===== src/hdl/dht_pkg.sv =====
// Package for the double-hashing insert table: field widths, default sizes,
// result and request codes, and the state types of the controller and hash unit.
// No dependencies.
`default_nettype none

package dht_pkg;

  localparam int unsigned TABLE_SIZE_DEF   = 251;
  localparam int unsigned SECOND_PRIME_DEF = 241;

  localparam int unsigned KEY_W    = 31;
  localparam int unsigned SLOT_W   = 8;
  localparam int unsigned STATUS_W = 2;

  // The hash unit folds this many key bits into each remainder per cycle.
  localparam int unsigned DIGIT_W  = 4;
  localparam int unsigned HASH_W   = 32;

  typedef enum logic {
    KIND_INSERT = 1'b0,
    KIND_READ   = 1'b1
  } kind_e;

  typedef enum logic [STATUS_W-1:0] {
    STATUS_INSERTED = 2'd0,
    STATUS_REJECTED = 2'd1,
    STATUS_READ     = 2'd2
  } status_e;

  typedef enum logic [2:0] {
    S_CLEAR,
    S_IDLE,
    S_RDATA,
    S_HASH,
    S_PROBE,
    S_EMIT
  } state_e;

  typedef enum logic [1:0] {
    HS_IDLE,
    HS_KEY,
    HS_STEP
  } hash_state_e;

endpackage

`default_nettype wire


===== src/hdl/dht_hash.sv =====
// Multi-cycle hash unit: computes the home slot (key mod table size) and the
// probe step ((prime - key mod prime) mod table size) by shift-and-subtract.
// Depends on dht_pkg.
`default_nettype none

module dht_hash #(
  parameter int unsigned TableSize   = dht_pkg::TABLE_SIZE_DEF,
  parameter int unsigned SecondPrime = dht_pkg::SECOND_PRIME_DEF
) (
  input  wire logic                         clk_i,
  input  wire logic                         rst_ni,
  input  wire logic                         start_i,
  input  wire logic [dht_pkg::KEY_W-1:0]    key_i,
  output      logic                         done_o,
  output      logic [$clog2(TableSize)-1:0] home_o,
  output      logic [$clog2(TableSize)-1:0] step_o
);
  import dht_pkg::*;

  localparam int unsigned AW          = $clog2(TableSize);
  localparam int unsigned SW          = $clog2(SecondPrime + 1);
  localparam int unsigned KEY_DIGITS  = HASH_W / DIGIT_W;
  localparam int unsigned STEP_DIGITS = (SW + DIGIT_W - 1) / DIGIT_W;
  localparam int unsigned CNT_W       = $clog2(KEY_DIGITS);

  hash_state_e         phase_q, phase_d;
  logic [HASH_W-1:0]   sh_q, sh_d;
  logic [AW-1:0]       rt_q, rt_d;
  logic [SW-1:0]       rs_q, rs_d;
  logic [AW-1:0]       home_q, home_d;
  logic [CNT_W-1:0]    cnt_q, cnt_d;
  logic                done_q, done_d;

  // Next remainders after folding in the top DIGIT_W bits of the shifter.
  logic [AW-1:0]       rt_fold;
  logic [SW-1:0]       rs_fold;
  logic [SW-1:0]       step_raw;

  always_comb begin
    logic [AW:0] t_acc;
    logic [SW:0] s_acc;
    t_acc = {1'b0, rt_q};
    s_acc = {1'b0, rs_q};
    for (int j = 0; j < DIGIT_W; j++) begin
      t_acc = {t_acc[AW-1:0], sh_q[HASH_W-1-j]};
      if (t_acc >= (AW+1)'(TableSize)) begin
        t_acc = t_acc - (AW+1)'(TableSize);
      end
      s_acc = {s_acc[SW-1:0], sh_q[HASH_W-1-j]};
      if (s_acc >= (SW+1)'(SecondPrime)) begin
        s_acc = s_acc - (SW+1)'(SecondPrime);
      end
    end
    rt_fold = t_acc[AW-1:0];
    rs_fold = s_acc[SW-1:0];
  end

  // The step before reduction lies in 1..SecondPrime.
  assign step_raw = SW'(SecondPrime) - rs_fold;

  always_comb begin
    phase_d = phase_q;
    case (phase_q)
      HS_IDLE: begin
        if (start_i) begin
          phase_d = HS_KEY;
        end
      end
      HS_KEY: begin
        if (cnt_q == CNT_W'(KEY_DIGITS - 1)) begin
          phase_d = HS_STEP;
        end
      end
      HS_STEP: begin
        if (cnt_q == CNT_W'(STEP_DIGITS - 1)) begin
          phase_d = HS_IDLE;
        end
      end
      default: phase_d = HS_IDLE;
    endcase
  end

  always_comb begin
    sh_d   = sh_q;
    rt_d   = rt_q;
    rs_d   = rs_q;
    home_d = home_q;
    cnt_d  = cnt_q;
    done_d = 1'b0;
    case (phase_q)
      HS_IDLE: begin
        if (start_i) begin
          sh_d  = HASH_W'(key_i);
          rt_d  = '0;
          rs_d  = '0;
          cnt_d = '0;
        end
      end
      HS_KEY: begin
        sh_d  = sh_q << DIGIT_W;
        rt_d  = rt_fold;
        rs_d  = rs_fold;
        cnt_d = cnt_q + CNT_W'(1);
        if (cnt_q == CNT_W'(KEY_DIGITS - 1)) begin
          // Key fully folded: keep the home slot and reduce the step next.
          home_d = rt_fold;
          sh_d   = HASH_W'(step_raw) << (HASH_W - DIGIT_W * STEP_DIGITS);
          rt_d   = '0;
          cnt_d  = '0;
        end
      end
      HS_STEP: begin
        sh_d  = sh_q << DIGIT_W;
        rt_d  = rt_fold;
        cnt_d = cnt_q + CNT_W'(1);
        if (cnt_q == CNT_W'(STEP_DIGITS - 1)) begin
          done_d = 1'b1;
        end
      end
      default: begin
        done_d = 1'b0;
      end
    endcase
  end

  always_ff @(posedge clk_i or negedge rst_ni) begin
    if (!rst_ni) begin
      phase_q <= HS_IDLE;
      done_q  <= 1'b0;
      cnt_q   <= '0;
    end else begin
      phase_q <= phase_d;
      done_q  <= done_d;
      cnt_q   <= cnt_d;
    end
  end

  always_ff @(posedge clk_i) begin
    sh_q   <= sh_d;
    rt_q   <= rt_d;
    rs_q   <= rs_d;
    home_q <= home_d;
  end

  assign done_o = done_q;
  assign home_o = home_q;
  assign step_o = rt_q;

endmodule

`default_nettype wire


===== config.mk =====
export PLATFORM = sky130hd
export DESIGN_NAME = dht_hash
export DESIGN_NICKNAME = d
export VERILOG_FILES = /design/src/hdl/dht_pkg.sv /design/src/hdl/dht_hash.sv
export SDC_FILE = /design/constraint.sdc
export NUM_CORES = 1
export LEC_CHECK = 0
export ABC_AREA = 1
export BUFFER_PORTS_ARGS = -buffer_cell sky130_fd_sc_hd__buf_4
export CORE_UTILIZATION = 30
export CTS_CLUSTER_DIAMETER = 80
export CTS_CLUSTER_SIZE = 12
export DETAILED_ROUTE_END_ITERATION = 12
export HOLD_SLACK_MARGIN = 0.1
export PLACE_DENSITY = 0.46
export SYNTH_ARGS = -nofsm -noshare
export SYNTH_HDL_FRONTEND = slang
export SYNTH_SLANG_ARGS = --single-unit
export TNS_END_PERCENT = 10

===== constraint.sdc =====
create_clock -name clk_i -period 12.4 [get_ports clk_i]
set_input_delay 2.48 -clock clk_i [delete_from_list [all_inputs] [get_ports clk_i]]
set_output_delay 2.48 -clock clk_i [all_outputs]
set_load 0.05 [all_outputs]

==> metrics.yaml <==
grt_max_degree: 45
via_count: 4224
r2r-end: "sh_q[31]$_DFFE_PP_"
fillers: 1669
synth_top_family_by_area: "simple AND/OR/NAND/NOR gates"
start_kind: "register"
initialDrtViolationCount: 258
status: "completed"
drive_above_1_share_pct: 18.52
synth_edf_count: 56
grt_util_met3_pct: 3.135
io_pins: 51
portBuffers: 50
wl_per_cell_um: 13.05
cp-end-kind: "register"
busiest_layer: "met2"
critPathTopFamily: "simple AND/OR/NAND/NOR gates"
final_common_cell: "nand2_1"
die_x_um: 130.8
synthDistinctLibCells: 43
yosys.area_share.simple_pct: 34.55
grt_pass1_wl_mm: 19.77
synth_compound_area_share_pct: 8.970
ys_seq_area_share_pct: 36.78
required_ns: 12.47
final_cell_mix: "162 x nand2_1, 82 x inv_1, 76 x nand3_1"
gr-total-overflow: 0
synth_nets: 700
reg2reg_from: "sh_q[31]$_DFFE_PP_"
setup_tns_ns: 0
dieArea_um2: 17120
regArea_um2: 1832
ys_ff_latch: 62
final_hold_viol_count: 0
grt.met1_usage_pct: 20.53
htree_num_levels: 3
path_max_fanout: 12
syn_avg_cell_area_um2: 7.685
worstSetupPathType: "reg2reg"
r2r_cells: 38
synthMuxAreaShare_pct: 0
clk_pin_slew_ns: 0.05
tritoncts: "done"
report.final.slew_viol_count: 0
gp_congestion: 0.8679
relSlewSlack_pct: 36.88
drv_cap: 0
crit_end: "sh_q[31]$_DFFE_PP_"
coreArea_um2: 16060
critPathBufInv: 4
grt_usage_pct: 14.78
max_freq_mhz: 182.6
hpwl_mm: 9.255
nets: 749
rrSetupSlack_ns: 6.92
min_path_type: "reg2reg"
syn_area_um2: 4980
ys.flop_type: "edfxtp_1"
ys_async_sr_fraction_pct: 9.677
post_cts_resized: 0
cp.arrival_ns: 5.55
cpPeakStageDelay_ns: 0.52
cts_hold_buffers: 0
route.detailed.drc: 0
rows: 46
grt_pass1_vias: 4059
vias_per_cell: 4.601
syn_inst: 648
clk_path_buf_depth: 2
initial_core_util_pct: 31.01
routed_wl_mm: 11.98
hold_depth: 1
layout_worst_path_cycle_share_pct: 44.17
antenna_cells: 0
skew_ns: 0.006084
die_h_um: 130.8
clock_latency_ns: 0.32
critPathSlowestCell: "edfxtp_1"
synth_xor_area_share_pct: 7.010
grt_antenna_before_repair: 0
cp-startpoint: "sh_q[31]$_DFFE_PP_"
yosysWarnings: 0
finalSetupViolations: 0
use_met2_pct: 22.88
drtAntennaViolNets: 0
synth_adder_area_share_pct: 4.523
worstMarginPinSlew_ns: 0.9457
multiInputGateArea_um2: 2749
path_common_cell: "nand2_1"
cts_root_buffer: "clkbuf_16"
cts.sinks: 62
rsz0062_at_grt: "false"
min_period_ns: 5.477
syn_to_final_growth_pct: 18.07
path_depth: 38
post_cts_buffers: 0
numCtsBuffers: 9
dr.pass1.iters: 5
## how the worst min path moves through the flow
stage                      endpoint  slack [ns]                 start
6_report       cnt_q[0]$_DFFE_PN0P_        0.53  cnt_q[0]$_DFFE_PN0P_
5_1_grt          sh_q[20]$_DFFE_PP_        0.54    sh_q[16]$_DFFE_PP_
4_1_cts        cnt_q[0]$_DFFE_PN0P_        0.53  cnt_q[0]$_DFFE_PN0P_
3_5_place_dp     sh_q[20]$_DFFE_PP_        0.52    sh_q[16]$_DFFE_PP_
3_3_place_gp     sh_q[26]$_DFFE_PP_        0.52    sh_q[22]$_DFFE_PP_
2_1_floorplan  cnt_q[0]$_DFFE_PN0P_        0.49  cnt_q[0]$_DFFE_PN0P_
## logic make-up after synthesis
kind of cell	after synthesis
adder cells (fa/ha/maj)	18
AND/OR/NAND/NOR	364
AO/OA/AOI/OAI	64
flip-flops	62
XOR/XNOR	39
buffers and inverters	101
## state kept, by name (all words and copies together), names as in the netlist
register  flops
sh_q         32
home_o        8
done_o        1
rs_q          8
phase_q       2
step_o        8
cnt_q         3
## cell usage after synthesis (5+ instances only)
cell type / count / area share [%]
a21oi_1: 8 / 0.80
a22o_1: 21 / 3.7
clkbuf_1: 6 / 0.45
dfrtp_1: 6 / 3.0
edfxtp_1: 56 / 34
ha_1: 18 / 4.5
inv_1: 82 / 6.2
inv_2: 5 / 0.38
nand2_1: 162 / 12
nand2_2: 26 / 3.3
nand3_1: 76 / 7.6
nand3_2: 6 / 1.2
nand4_1: 5 / 0.63
nor2_1: 60 / 4.5
nor2_2: 8 / 1.0
o21ai_0: 16 / 1.6
o21ai_1: 6 / 0.60
xor2_1: 35 / 6.2
## cell type report
cell class                 count  share of cell area (%)
multi-input combinational    485                   46.75
sequential                    62                   31.16
timing repair buffer          51                   6.512
inverter                      88                   5.618
tap                          216                   4.597
clock buffer                  10                   3.894
clock inverter                 6                   1.468
## layer usage
layer  up-vias  routed length [um]
met3        11                 558
met2        78                5302
met5         -                   0
met1      1904                5970
li1       2231                   -
met4         0                 152
## stage by stage
stage	worst slack (ns)	instance area, um2	std cells	utilization (%)	hold slack (ns)
after floorplan	7.564	4980	648	-	0.4854
after global placement	7.156	5564	902	34.65	0.5174
after detailed placement	6.897	5564	902	34.65	0.5216
after CTS	6.899	5879	918	36.61	0.5305
after global routing	6.332	5879	918	36.61	0.5401
final	6.923	5879	918	36.61	0.5272
Power is not shown: default switching activity piles up to over one toggle a cycle in this logic, so the estimate is an artifact.
